### config.mk
export PLATFORM = sky130hd
export DESIGN_NAME = rgb_led_preset_dimmer
export DESIGN_NICKNAME = d
export VERILOG_FILES = /design/src/design/rlpd_pkg.sv /design/src/design/rlpd_state.sv /design/src/design/rlpd_scale.sv /design/src/design/rgb_led_preset_dimmer.sv
export SDC_FILE = /design/constraint.sdc
export NUM_CORES = 1
export LEC_CHECK = 0
export BUFFER_PORTS_ARGS = -buffer_cell sky130_fd_sc_hd__buf_2
export CAP_MARGIN = 20
export CORE_MARGIN = 2
export CORE_UTILIZATION = 54
export DETAILED_ROUTE_END_ITERATION = 8
export GPL_ROUTABILITY_DRIVEN = 0
export PLACE_DENSITY = 0.8
export SETUP_SLACK_MARGIN = 0.02
export SLEW_MARGIN = 20
export SYNTH_ARGS = -nofsm -noshare
export SYNTH_HDL_FRONTEND = slang
export SYNTH_SLANG_ARGS = --single-unit
### constraint.sdc
create_clock -name clock -period 23.1 [get_ports clock]
set_input_delay 0 -clock clock [delete_from_list [all_inputs] [get_ports clock]]
set_output_delay 0 -clock clock [all_outputs]
set_load 0.02 [all_outputs]
### src/design/rlpd_pkg.sv
// shared types, codes and helpers of the rgb led preset dimmer
`timescale 1ns / 1ps

package rlpd_pkg;

   typedef enum logic [1:0] {
      OP_ACTIVATE  = 2'd0,
      OP_SET_LEVEL = 2'd1,
      OP_ADJUST    = 2'd2,
      OP_OFF       = 2'd3
   } op_type;

   localparam logic [1:0] PRESET_GREEN = 2'd0;
   localparam logic [1:0] PRESET_RED   = 2'd1;
   localparam logic [1:0] PRESET_PINK  = 2'd2;
   localparam logic [1:0] PRESET_BLUE  = 2'd3;

   localparam int NUM_PRESETS = 4;

   localparam logic [7:0] LEVEL_RESET = 8'd255;
   localparam logic signed [2:0] LED_OFF = -3'sd1;

   localparam int REQ_DATA_W = 24;
   localparam int RSP_DATA_W = 32;

   typedef struct packed {
      logic [7:0] red;
      logic [7:0] green;
      logic [7:0] blue;
   } rgb_type;

   typedef struct packed {
      op_type            operation;
      logic [1:0]        preset;
      logic [7:0]        level;
      logic signed [8:0] delta;
   } item_type;

   typedef struct packed {
      logic              emit;
      rgb_type           colour;
      logic [7:0]        level;
      logic signed [2:0] active_preset;
   } event_type;

   function automatic rgb_type preset_reset(input logic [1:0] idx);
      rgb_type c;
      case (idx)
         PRESET_GREEN: c = '{red: 8'd0,   green: 8'd255, blue: 8'd0};
         PRESET_RED:   c = '{red: 8'd255, green: 8'd0,   blue: 8'd0};
         PRESET_PINK:  c = '{red: 8'd255, green: 8'd105, blue: 8'd180};
         default:      c = '{red: 8'd0,   green: 8'd0,   blue: 8'd255};
      endcase
      return c;
   endfunction

   // saturating add of a signed change to a channel
   function automatic logic [7:0] sat_add(input logic [7:0] c, input logic signed [8:0] d);
      logic signed [10:0] sum;
      logic [7:0]         res;
      sum = $signed({3'b000, c}) + 11'(d);
      if (sum < 11'sd0) begin
         res = 8'd0;
      end else if (sum > 11'sd255) begin
         res = 8'd255;
      end else begin
         res = sum[7:0];
      end
      return res;
   endfunction

endpackage

### src/design/rlpd_state.sv
// preset store, brightness and lit preset with per-request update logic
`timescale 1ns / 1ps

module rlpd_state (
   input  logic                clock,
   input  logic                reset,
   input  logic                advance,
   input  rlpd_pkg::item_type  item,
   output rlpd_pkg::event_type evt
);

   rlpd_pkg::rgb_type colours_ff [rlpd_pkg::NUM_PRESETS];
   rlpd_pkg::rgb_type colours_in [rlpd_pkg::NUM_PRESETS];
   logic [7:0]        level_ff, level_in;
   logic              lit_on_ff, lit_on_in;
   logic [1:0]        lit_idx_ff, lit_idx_in;

   rlpd_pkg::rgb_type adjusted;

   always_comb begin
      adjusted = colours_ff[item.preset];
      case (item.preset)
         rlpd_pkg::PRESET_GREEN: begin
            adjusted.green = rlpd_pkg::sat_add(adjusted.green, item.delta);
         end
         rlpd_pkg::PRESET_RED: begin
            adjusted.red = rlpd_pkg::sat_add(adjusted.red, item.delta);
         end
         rlpd_pkg::PRESET_PINK: begin
            adjusted.red  = rlpd_pkg::sat_add(adjusted.red, item.delta);
            adjusted.blue = rlpd_pkg::sat_add(adjusted.blue, item.delta);
         end
         default: begin
            adjusted.blue = rlpd_pkg::sat_add(adjusted.blue, item.delta);
         end
      endcase
   end

   always_comb begin
      colours_in = colours_ff;
      level_in   = level_ff;
      lit_on_in  = lit_on_ff;
      lit_idx_in = lit_idx_ff;
      evt.emit   = 1'b0;
      evt.colour = '0;

      unique case (item.operation)
         rlpd_pkg::OP_ACTIVATE: begin
            evt.emit = 1'b1;
            if (lit_on_ff && lit_idx_ff == item.preset) begin
               lit_on_in = 1'b0;
            end else begin
               lit_on_in  = 1'b1;
               lit_idx_in = item.preset;
               evt.colour = colours_ff[item.preset];
            end
         end
         rlpd_pkg::OP_SET_LEVEL: begin
            if (level_ff != item.level) begin
               level_in   = item.level;
               evt.emit   = lit_on_ff;
               evt.colour = colours_ff[lit_idx_ff];
            end
         end
         rlpd_pkg::OP_ADJUST: begin
            colours_in[item.preset] = adjusted;
            if (lit_on_ff && lit_idx_ff == item.preset) begin
               evt.emit   = 1'b1;
               evt.colour = adjusted;
            end
         end
         rlpd_pkg::OP_OFF: begin
            evt.emit  = 1'b1;
            lit_on_in = 1'b0;
         end
         default: begin
            evt.emit = 1'b0;
         end
      endcase

      evt.level         = level_in;
      evt.active_preset = lit_on_in ? $signed({1'b0, lit_idx_in}) : rlpd_pkg::LED_OFF;
   end

   always_ff @(posedge clock) begin
      if (reset) begin
         for (int i = 0; i < rlpd_pkg::NUM_PRESETS; i++) begin
            colours_ff[i] <= rlpd_pkg::preset_reset(2'(i));
         end
         level_ff   <= rlpd_pkg::LEVEL_RESET;
         lit_on_ff  <= 1'b0;
         lit_idx_ff <= rlpd_pkg::PRESET_GREEN;
      end else if (advance) begin
         colours_ff <= colours_in;
         level_ff   <= level_in;
         lit_on_ff  <= lit_on_in;
         lit_idx_ff <= lit_idx_in;
      end
   end

endmodule

### src/design/rlpd_scale.sv
// brightness scaling of the three channels, floor(channel * level / 255)
`timescale 1ns / 1ps

module rlpd_scale (
   input  rlpd_pkg::rgb_type colour,
   input  logic [7:0]        level,
   output rlpd_pkg::rgb_type duty
);

   // exact divide by 255 for products up to 255 * 255
   function automatic logic [7:0] scale8(input logic [7:0] c, input logic [7:0] l);
      logic [15:0] prod;
      logic [16:0] y;
      logic [16:0] q;
      prod = c * l;
      y    = {1'b0, prod} + 17'd1;
      q    = (y + (y >> 8)) >> 8;
      return q[7:0];
   endfunction

   assign duty.red   = scale8(colour.red, level);
   assign duty.green = scale8(colour.green, level);
   assign duty.blue  = scale8(colour.blue, level);

endmodule

### src/design/rgb_led_preset_dimmer.sv
// top level of the rgb led preset dimmer
`timescale 1ns / 1ps

// Takes one request per cycle on the req_ stream: activate a preset (or turn
// the led off when it is already lit), set the global brightness, adjust a
// preset channel with saturation, or turn the led off. Each request that
// touches the led gives one response on the rsp_ stream with the three duty
// values and the lit preset (-1 when off); other requests give none.
// A request waits in the input register, then the state update and the
// scaling (three 8x8 products and a divide by 255) run combinationally into
// the response register, and one request per cycle is sustained while the
// receiver does not stall. The preset store updates as a request
// leaves the input register, so back to back requests see each other.
// While the receiver stalls, the response holds and the input register
// keeps one more request; req_tready then drops until the response is taken.
// Reset restores the preset colours, brightness 255 and the led off, and
// empties both registers.

module rgb_led_preset_dimmer (
   input  logic                             clock,
   input  logic                             reset,
   input  logic                             req_tvalid,
   output logic                             req_tready,
   // operation [1:0], preset [3:2], level [11:4], delta [20:12], zeros above
   input  logic [rlpd_pkg::REQ_DATA_W-1:0]  req_tdata,
   output logic                             rsp_tvalid,
   input  logic                             rsp_tready,
   // red_duty [7:0], green_duty [15:8], blue_duty [23:16], active_preset [26:24]
   output logic [rlpd_pkg::RSP_DATA_W-1:0]  rsp_tdata
);

   logic                stage_valid_ff, stage_valid_in;
   rlpd_pkg::item_type  stage_item_ff;
   logic                rsp_valid_ff, rsp_valid_in;
   rlpd_pkg::rgb_type   duty_ff;
   logic signed [2:0]   active_ff;

   logic                advance;
   rlpd_pkg::item_type  req_item;
   rlpd_pkg::event_type evt;
   rlpd_pkg::rgb_type   duty;

   assign req_item.operation = rlpd_pkg::op_type'(req_tdata[1:0]);
   assign req_item.preset    = req_tdata[3:2];
   assign req_item.level     = req_tdata[11:4];
   assign req_item.delta     = $signed(req_tdata[20:12]);

   assign advance    = stage_valid_ff && (!rsp_valid_ff || rsp_tready);
   assign req_tready = !stage_valid_ff || advance;

   rlpd_state u_state (
      .clock   (clock),
      .reset   (reset),
      .advance (advance),
      .item    (stage_item_ff),
      .evt     (evt)
   );

   rlpd_scale u_scale (
      .colour (evt.colour),
      .level  (evt.level),
      .duty   (duty)
   );

   always_comb begin
      stage_valid_in = stage_valid_ff;
      if (req_tvalid && req_tready) begin
         stage_valid_in = 1'b1;
      end else if (advance) begin
         stage_valid_in = 1'b0;
      end

      rsp_valid_in = rsp_valid_ff;
      if (advance && evt.emit) begin
         rsp_valid_in = 1'b1;
      end else if (rsp_tready) begin
         rsp_valid_in = 1'b0;
      end
   end

   always_ff @(posedge clock) begin
      if (reset) begin
         stage_valid_ff <= 1'b0;
         rsp_valid_ff   <= 1'b0;
      end else begin
         stage_valid_ff <= stage_valid_in;
         rsp_valid_ff   <= rsp_valid_in;
      end
   end

   always_ff @(posedge clock) begin
      if (req_tvalid && req_tready) begin
         stage_item_ff <= req_item;
      end
      if (advance && evt.emit) begin
         duty_ff   <= duty;
         active_ff <= evt.active_preset;
      end
   end

   assign rsp_tvalid = rsp_valid_ff;
   assign rsp_tdata  = {5'b00000, active_ff, duty_ff.blue, duty_ff.green, duty_ff.red};

   // nothing comes out in the cycle after reset
   assert property (@(posedge clock) $past(reset) |-> !rsp_tvalid)
      else $error("response valid straight after reset");

   // a full input register behind a stalled response blocks new requests
   assert property (@(posedge clock) disable iff (reset)
      (stage_valid_ff && rsp_valid_ff && !rsp_tready) |-> !req_tready)
      else $error("request taken while pipeline is blocked");

   // the lit preset field is either off or a preset index
   assert property (@(posedge clock) disable iff (reset)
      rsp_tvalid |-> (rsp_tdata[26] == 1'b0 || rsp_tdata[26:24] == 3'b111))
      else $error("bad lit preset in response");

   // with the led off all duties are zero
   assert property (@(posedge clock) disable iff (reset)
      (rsp_tvalid && rsp_tdata[26:24] == 3'b111) |-> rsp_tdata[23:0] == 24'd0)
      else $error("non-zero duty while off");

endmodule
-- After elaboration in Yosys (flattened, before gate mapping)
Cells that the tools add are included.
- bits in registers: 157
- input bits: 28
- muxes and demuxes: 34
- bitwise operators: 2
- $add $sub $neg: 9
- $mul: 3
- eq/ne operators: 7
- magnitude comparators: 9
- reductions and logical operators: 17
- operators with widths (cell ; count):
    24-bit 2-to-1 mux ; 6
    24-bit binary-select mux with 2-bit select ; 2
    96-bit bitwise mux ; 1
    8-bit 2-to-1 mux ; 11
    24-bit one-hot mux with 3 select lines ; 1
    16-bit by 1-bit adder with 17-bit output (second input constant) ; 3
    25-bit 2-to-1 mux ; 2
    16-bit by 9-bit adder with 16-bit output ; 3
    24-bit demux with 2-bit select ; 1
    8-bit by 8-bit multiplier with 16-bit output ; 3
    11-bit by 9-bit > comparator with 1-bit output (second input constant) ; 3
    11-bit by 1-bit < comparator with 1-bit output (second input constant) ; 3
    9-bit by 9-bit adder with 10-bit output ; 3
    8-bit != test ; 1
    2-bit == test (second input constant) ; 3
    3-bit greater-or-equal comparator (second input constant) ; 2
    2-bit NOT with 3-bit output ; 2
    2-bit OR reduction ; 3
    1-bit logical AND ; 5
    1-bit 2-to-1 mux ; 5
    2-bit by 1-bit == test with 1-bit output (second input constant) ; 2
    2-bit logical NOT ; 2
    2-bit 2-to-1 mux ; 2
    2-bit nonzero test ; 2
    other kinds (8) ; 10

-- Logic depth before layout (Yosys ltp)
Gate-level depths: netlist (run 1).
- depth after elaboration: 14
- depth in mapped cells: 41
- gate-level depth less buffers: 38

-- Modules after synthesis
From an unflattened synthesis (run 1), not the netlist that was laid out.
- cells, all modules: 1989
- area total of the unflattened synthesis: 17883.4 um2
- by module, submodules not included (module ; times used ; area an instance (um2) ; sequential area each (um2) ; cells each):
    rlpd_scale ; 1 ; 8745.9 ; 0.0 ; 1079
    rlpd_state ; 1 ; 7552.2 ; 2142.1 ; 845
    rgb_led_preset_dimmer ; 1 ; 1585.3 ; 1481.4 ; 65

-- Least setup slack after synthesis (run 1)
OpenSTA, ideal clock, no wires.
- path kind: reg-to-reg
- start: register stage_item_ff[17] (netlist bit)
- end: register duty_ff (netlist bit rsp_tdata[3]), data pin
- arrival: 9.372 ns
- period minus slack after synthesis: 9.641 ns
- library setup time: 0.269 ns
- stages on the path, launching flop included: 40
- path buffers: 4
- required time: 22.831 ns
- path slack: 13.459 ns
- cell sequence: edfxtp_1 > buf_2 > buf_2 > buf_2 > mux4_2 > ha_1 > nand2b_1 > a21oi_1 > o31a_1 > o21ai_0 > and3_1 > clkbuf_1 > o21ai_0 > a22oi_1 > o21a_1 > or2_2 > fa_1 > fa_1 > (+4 left out) > inv_1 > ha_1 > or3_1 > nand2_1 > a211o_1 > nand2_1 > xnor2_1 > inv_1 > ha_1 > nand4_1 > nor4b_1 > nand2_1 > o311ai_0 > o2111a_1 > o32ai_1 > o311ai_2 > nand3_1 > xnor2_1
- RTL lines (element ; RTL line ; text):
    start: declaration ; rgb_led_preset_dimmer.sv:33 ; rlpd_pkg::item_type stage_item_ff;
    start signal: assignment ; rgb_led_preset_dimmer.sv:93 ; stage_item_ff <= req_item;
    end signal: assignment ; rgb_led_preset_dimmer.sv:96 ; duty_ff <= duty;
    end: declaration ; rgb_led_preset_dimmer.sv:35 ; rlpd_pkg::rgb_type duty_ff;

==> results of run 1 <==
## what timing repair did
action                    4_1_cts  5_1_grt
hold buffers                   24        0
hold endpoints to repair       23        0
resized for setup               0        0
## cell usage after synthesis, types with 24 or more instances
library cell and instances:
nand3_1 35, a22oi_1 25, mux4_2 48, dfxtp_1 109, nor2_1 314, inv_1 199
clkbuf_1 68, edfxtp_1 48, o21ai_0 42, fa_1 111, ha_1 179, a21oi_1 60
xnor2_1 56, o21a_1 28, a211oi_1 67, a211o_1 43, nor3_1 29, a21o_1 27
nor2b_1 24, or2_2 45, nand2_1 49
## layout make-up
cell class | count | share of cell area (%)
Multi-Input combinational cell | 1417 | 66.22
Sequential cell | 157 | 19.85
Inverter | 200 | 4.111
Timing Repair Buffer | 96 | 3.680
Tap cell | 396 | 2.713
Clock buffer | 17 | 2.330
Clock inverter | 15 | 1.069
Antenna cell | 2 | 0.02741
## critical path: cells and delay by family (launching register included)
family,cells,cell delay (ps)
adders and majority gates,8,3410
muxes,1,390
and+or+nand+nor,7,1190
AOI/OAI and AO/OA,12,4500
buffers and inverters,7,960
DFF,1,340
xor gates and xnor gates,2,560
## routing by layer
layer / global-route usage, % / vias to the layer above / part of all wire, %
met5: 0 / - / 0
met4: 11.03 / 0 / 4.1
met3: 4.285 / 129 / 6.9
met2: 44.81 / 548 / 50
met1: 31.13 / 6808 / 39
li1: - / 6588 / -
## state kept, by name, summed over array words and instances, names as in the netlist
name / flops
stage_item_ff: 21
stage_valid_ff: 1
rsp_tvalid: 1
u_state.level_ff: 8
u_state.lit_idx_ff: 2
rsp_tdata: 24
u_state.colours_ff: 96
u_state.lit_on_ff: 1
active_ff: 3
## report_power, final
| group | switching (mW) | internal, mW |
|---|---|---|
| combinational | 0.406 | 0.270 |
| sequential | 0.00741 | 0.306 |
| clock | 0.147 | 0.157 |
| total | 0.560 | 0.733 |
## how the worst max path moves through the flow
stage / startpoint / to / slack [ps] / cells after the start
2_1_floorplan: stage_item_ff[17]$_DFFE_PP_ / rsp_tdata[3]$_DFFE_PP_ / 13460 / 39
3_3_place_gp: stage_item_ff[17]$_DFFE_PP_ / rsp_tdata[7]$_DFFE_PP_ / 12000 / 36
3_5_place_dp: stage_item_ff[17]$_DFFE_PP_ / rsp_tdata[7]$_DFFE_PP_ / 11790 / 37
4_1_cts: stage_item_ff[17]$_DFFE_PP_ / rsp_tdata[7]$_DFFE_PP_ / 11740 / 37
5_1_grt: stage_item_ff[17]$_DFFE_PP_ / rsp_tdata[3]$_DFFE_PP_ / 10770 / 37
6_report: stage_item_ff[17]$_DFFE_PP_ / rsp_tdata[7]$_DFFE_PP_ / 11470 / 37
## metrics by stage
stage / setup slack, ps / area, um^2 / utilization (%) / hold slack, ps / power (mW)
CTS: 11740 / 18220 / 59.56 / 223.3 / 1.291
floorplan: 13460 / 16810 / - / 98.87 / 0.8418
global route: 10770 / 18260 / 59.68 / 142.4 / 1.386
detailed placement: 11790 / 17360 / 56.74 / 178.7 / 0.9837
finish: 11470 / 18260 / 59.69 / 94.02 / 1.293
global placement: 12000 / 17360 / 56.74 / 176.2 / 0.9553
## kinds of logic (layout without fill, tap and decap cells)
kind of cell | Yosys count | count (layout)
adders and majority gates | 290 | 290
other | 1 | 7
and+or+nand+nor | 586 | 586
muxes | 64 | 64
xor gates and xnor gates | 72 | 72
DFF | 157 | 157
buffers and inverters | 289 | 328
AOI/OAI and AO/OA | 400 | 400
==> results.yml, run 1 <==
global_route:
  grt.overflow.total: 0
  grt_start_max_net_pins: 110
  antenna_found_initial: 0
  grt.total_usage_pct: 25.62
  grt_pass1_wl_um: 68230
  grt_pass1_vias: 14088
logic_synthesis:
  synth_enable_flop_cells: 48
  synth_compound_area_share_pct: 17.72
  synthMuxAreaShare_pct: 7.470
  ys_top_cells_by_area: "ha_1 13%, fa_1 13%, dfxtp_1 13%, edfxtp_1 8.6%, nor2_1 7.0%"
  async_reset_ff_share_pct: 0
  syn_area_um2: 16800
  synth_seq_cells: 157
  syn_area_per_cell_um2: 9.037
  synth_top_family_by_area: "adder cells"
  yosysSeqAreaShare_pct: 21.57
  syn_inst: 1859
  ys.flop_type: "dfxtp_1"
  ys_types: 89
  yosysTopAreaCell: "ha_1"
  netlist.area_leader.share_pct: 13.33
  synth_simple_gate_area_share_pct: 16.17
  yosysWarningCount: 0
  synth-xor-area-share_pct: 3.843
  synth_adder_area_share_pct: 26.56
sta:
  finalSetupViolations: 0
  min_period_ps: 11630
  skew_ps: 15.95
  worst_pin_slew_ps: 1322
  timing.final.crit_share_pct: 50.37
  finalSetupTns_ps: 0
  fmax_ghz: 0.08595
  rsz0062_at_grt: "false"
  max_slew_margin_pct: 10.72
  hold_violations: 0
  maxSlewViolCount: 0
floorplanning:
  core_um2: 30590
  fp.dieH_um: 180.4
  die_x_um: 180.4
  die_area_um2: 32540
  rows: 64
  initial_utilization_pct: 54.92
  ios: 62
detailed_routing:
  routed_wl_um: 41860
  vias: 14073
  dr.pass1.iters: 6
  drc: 0
  viasPerCell: 6.119
  ant_nets: 0
  drt_iter0_drc: 1235
  post_drt_wl_per_cell_um: 18.20
clock_network:
  cts_made_buffers: 17
  cts-root-buf: "clkbuf_16"
  post-cts-setup-buffers: 0
  cts.sinks: 157
  insertion_delay_ps: 460
  clk_pin_slew_worst_paths_ps: 80
  clockBufferDepth: 2
  htreeDepth: 4
  cts_tree: "yes"
setup_path:
  max_stage_delay_ps: 1130
  cp_max_fo: 30
  worst_ep_arrival_time_ps: 11840
  rrSetupSlack_ps: 11470
  r2r_cells: 37
  cpMostUsedCell: "inv_1"
  r2r_start: "stage_item_ff[17]$_DFFE_PP_"
  crit_path_end_kind: "register"
  required_ps: 23310
  critPathKind: "reg -> reg"
  start_kind: "register"
  slowest_stage: "o311ai_0"
  rr_endpoint: "rsp_tdata[7]$_DFFE_PP_"
layout:
  drive_gt1_share_pct: 12.09
  stdcell_count: 2300
  final_common_cell: "nor2_1"
  multi_input_area_um2: 12090
  seq_area_um2: 3625
  fillers: 2558
  final_cell_mix: "314 x nor2_1, 199 x inv_1, 179 x ha_1, 111 x fa_1, 108 x dfxtp_1"
  syn_to_final_growth_pct: 8.691
  nNetsFinal: 2207
power_and_ir_drop:
  irDropWorstVdd_mv: 0.08845
  leakage_nw: 8.134
  power_density_nw_per_um2: 70.83
hold_path:
  hold_depth: 2
  min_to: "stage_valid_ff$_SDFFE_PP0P_"
  hp-class: "in -> reg"
  hold_path.startpoint: "reset"
placement:
  place_inst: 2240
  port-buffer-count: 53
  dp_hpwl_um: 30730
outcome:
  status: "finished, final reports clean"
flow_run:
  drv_cap: 0
Power figures use the tool's default switching activity.
==> inputs of run 2 (changes only) <==
==> constraint.sdc (replaced) <==
create_clock -name clock -period 11.45 [get_ports clock]
set_input_delay 0 -clock clock [delete_from_list [all_inputs] [get_ports clock]]
set_output_delay 0 -clock clock [all_outputs]
set_load 0.02 [all_outputs]
==> run 2 against run 1 <==
  * Via count grew 1.6%
  * Sequential share of layout area is essentially flat
  * Worst setup slack lost 11000 ps
  * Largest cell class unchanged
  * First-iteration DRC count grew 13%
==> results.yml, run 2 (synthesized netlist as in run 1, its figures left out) <==
setup_path:
  slowest_stage: "edfxtp_1"
  start_kind: "register"
  rr_endpoint: "rsp_tdata[5]$_DFFE_PP_"
  rrSetupSlack_ps: 650
  max_stage_delay_ps: 700
  cp-endpoint: "rsp_tdata[5]$_DFFE_PP_"
  worst_ep_arrival_time_ps: 11000
  cp-startpoint: "stage_item_ff[18]$_DFFE_PP_"
  cp_max_fo: 10
  required_ps: 11660
  r2r_start: "stage_item_ff[18]$_DFFE_PP_"
  critPathKind: "reg -> reg"
  r2r_cells: 36
  cpMostUsedCell: "inv_1"
  crit_path_end_kind: "register"
hold_path:
  hp-class: "in -> reg"
  hold_depth: 2
clock_network:
  clockBufferDepth: 2
  clk_pin_slew_worst_paths_ps: 80
  cts_tree: "yes"
  cts.sinks: 157
  insertion_delay_ps: 460
  cts_made_buffers: 17
  cts-root-buf: "clkbuf_16"
  htreeDepth: 4
detailed_routing:
  ant_nets: 0
  post_drt_wl_per_cell_um: 18.88
  drt_iter0_drc: 1392
  vias: 14296
  dr.pass1.iters: 5
  viasPerCell: 6.208
  routed_wl_um: 43470
  drc: 0
floorplanning:
  ios: 62
  core_um2: 30590
  fp.dieH_um: 180.4
  initial_utilization_pct: 54.92
  die_x_um: 180.4
  die_area_um2: 32540
  rows: 64
sta:
  maxSlewViolCount: 0
  worst_pin_slew_ps: 1073
  finalSetupViolations: 0
  skew_ps: 13.94
  hold_violations: 0
  fmax_ghz: 0.09261
  max_slew_margin_pct: 28.34
  timing.final.crit_share_pct: 94.30
  finalSetupTns_ps: 0
  min_period_ps: 10800
  holdWs_ps: 110.7
  setup_slack_ps: 652.6
placement:
  port-buffer-count: 53
  dp_hpwl_um: 31180
  place_inst: 2241
  placed_area_um2: 17370
  place_ws_ps: 797.7
power_and_ir_drop:
  power_density_nw_per_um2: 143.3
  total_power_mw: 2.620
  leakage_nw: 8.160
  irDropWorstVdd_mv: 0.1315
layout:
  drive_gt1_share_pct: 12.38
  syn_to_final_growth_pct: 8.810
  regMostFlops: "u_state.colours_ff"
  final_util_pct: 59.76
  fillers: 2583
  largest_register_ffs: 96
  final_common_cell: "nor2_1"
  antenna_cells: 0
  final_cell_mix: "314 x nor2_1, 199 x inv_1, 179 x ha_1, 111 x fa_1, 108 x dfxtp_1"
  stdcell_count: 2303
  nNetsFinal: 2212
  fin_area_um2: 18280
global_route:
  grt.total_usage_pct: 26.69
  grt_pass1_vias: 14312
  antenna_found_initial: 0
  grt.overflow.total: 0
  grt_start_max_net_pins: 110
  grt_pass1_wl_um: 70700
outcome:
  status: "finished, final reports clean"
flow_run:
  drv_cap: 0
run 2: repair_timing:
action / in CTS / in global routing
gates resized for setup: 0 / 2
hold buffers: 24 / 0
hold endpoints to repair: 23 / 0
buffers inserted: 0 / 5
endpoints found under the setup margin: 0 / 8
run 2: worst max-delay path: cells and delay by family (launching register included):
kind,cells,cell delay [ps]
adder cells (fa/ha/maj),8,3410
AO/OA/AOI/OAI,12,3810
flip-flops,1,700
XOR/XNOR,2,560
buffers and inverters,6,470
multiplexers,1,370
AND/OR/NAND/NOR,7,1210
run 2: report_power, final:
part,internal (mW),total (mW),switching (mW)
clock network,0.322,0.606,0.284
registers,0.618,0.634,0.0159
logic,0.549,1.38,0.831
run 2: layer usage:
metal	routed length, um	global-route usage [%]
met5	0	0
met4	1778	12.55
met3	3076	4.123
met2	21570	45.79
met1	17040	32.98
run 2: cell type report:
cell class | count | area [um^2] | share of cell area, %
sequential | 157 | 3625 | 19.83
inverter | 200 | 750.7 | 4.107
timing repair buffer | 101 | 711.9 | 3.895
tap | 396 | 495.5 | 2.710
clock inverter | 14 | 150.1 | 0.8214
clock buffer | 18 | 450.4 | 2.464
multi-input combinational | 1417 | 12100 | 66.17
run 2: worst min path at each step:
stage / startpoint / endpoint / slack [ps]
after floorplan: req_tdata[12] / stage_item_ff[0]$_DFFE_PP_ / 100
after global placement: req_tdata[1] / stage_item_ff[20]$_DFFE_PP_ / 180
after detailed placement: req_tdata[14] / stage_item_ff[2]$_DFFE_PP_ / 180
after CTS: reset / stage_valid_ff$_SDFFE_PP0P_ / 230
after global routing: reset / stage_valid_ff$_SDFFE_PP0P_ / 130
final: reset / u_state.lit_idx_ff[1]$_SDFFE_PP0P_ / 110
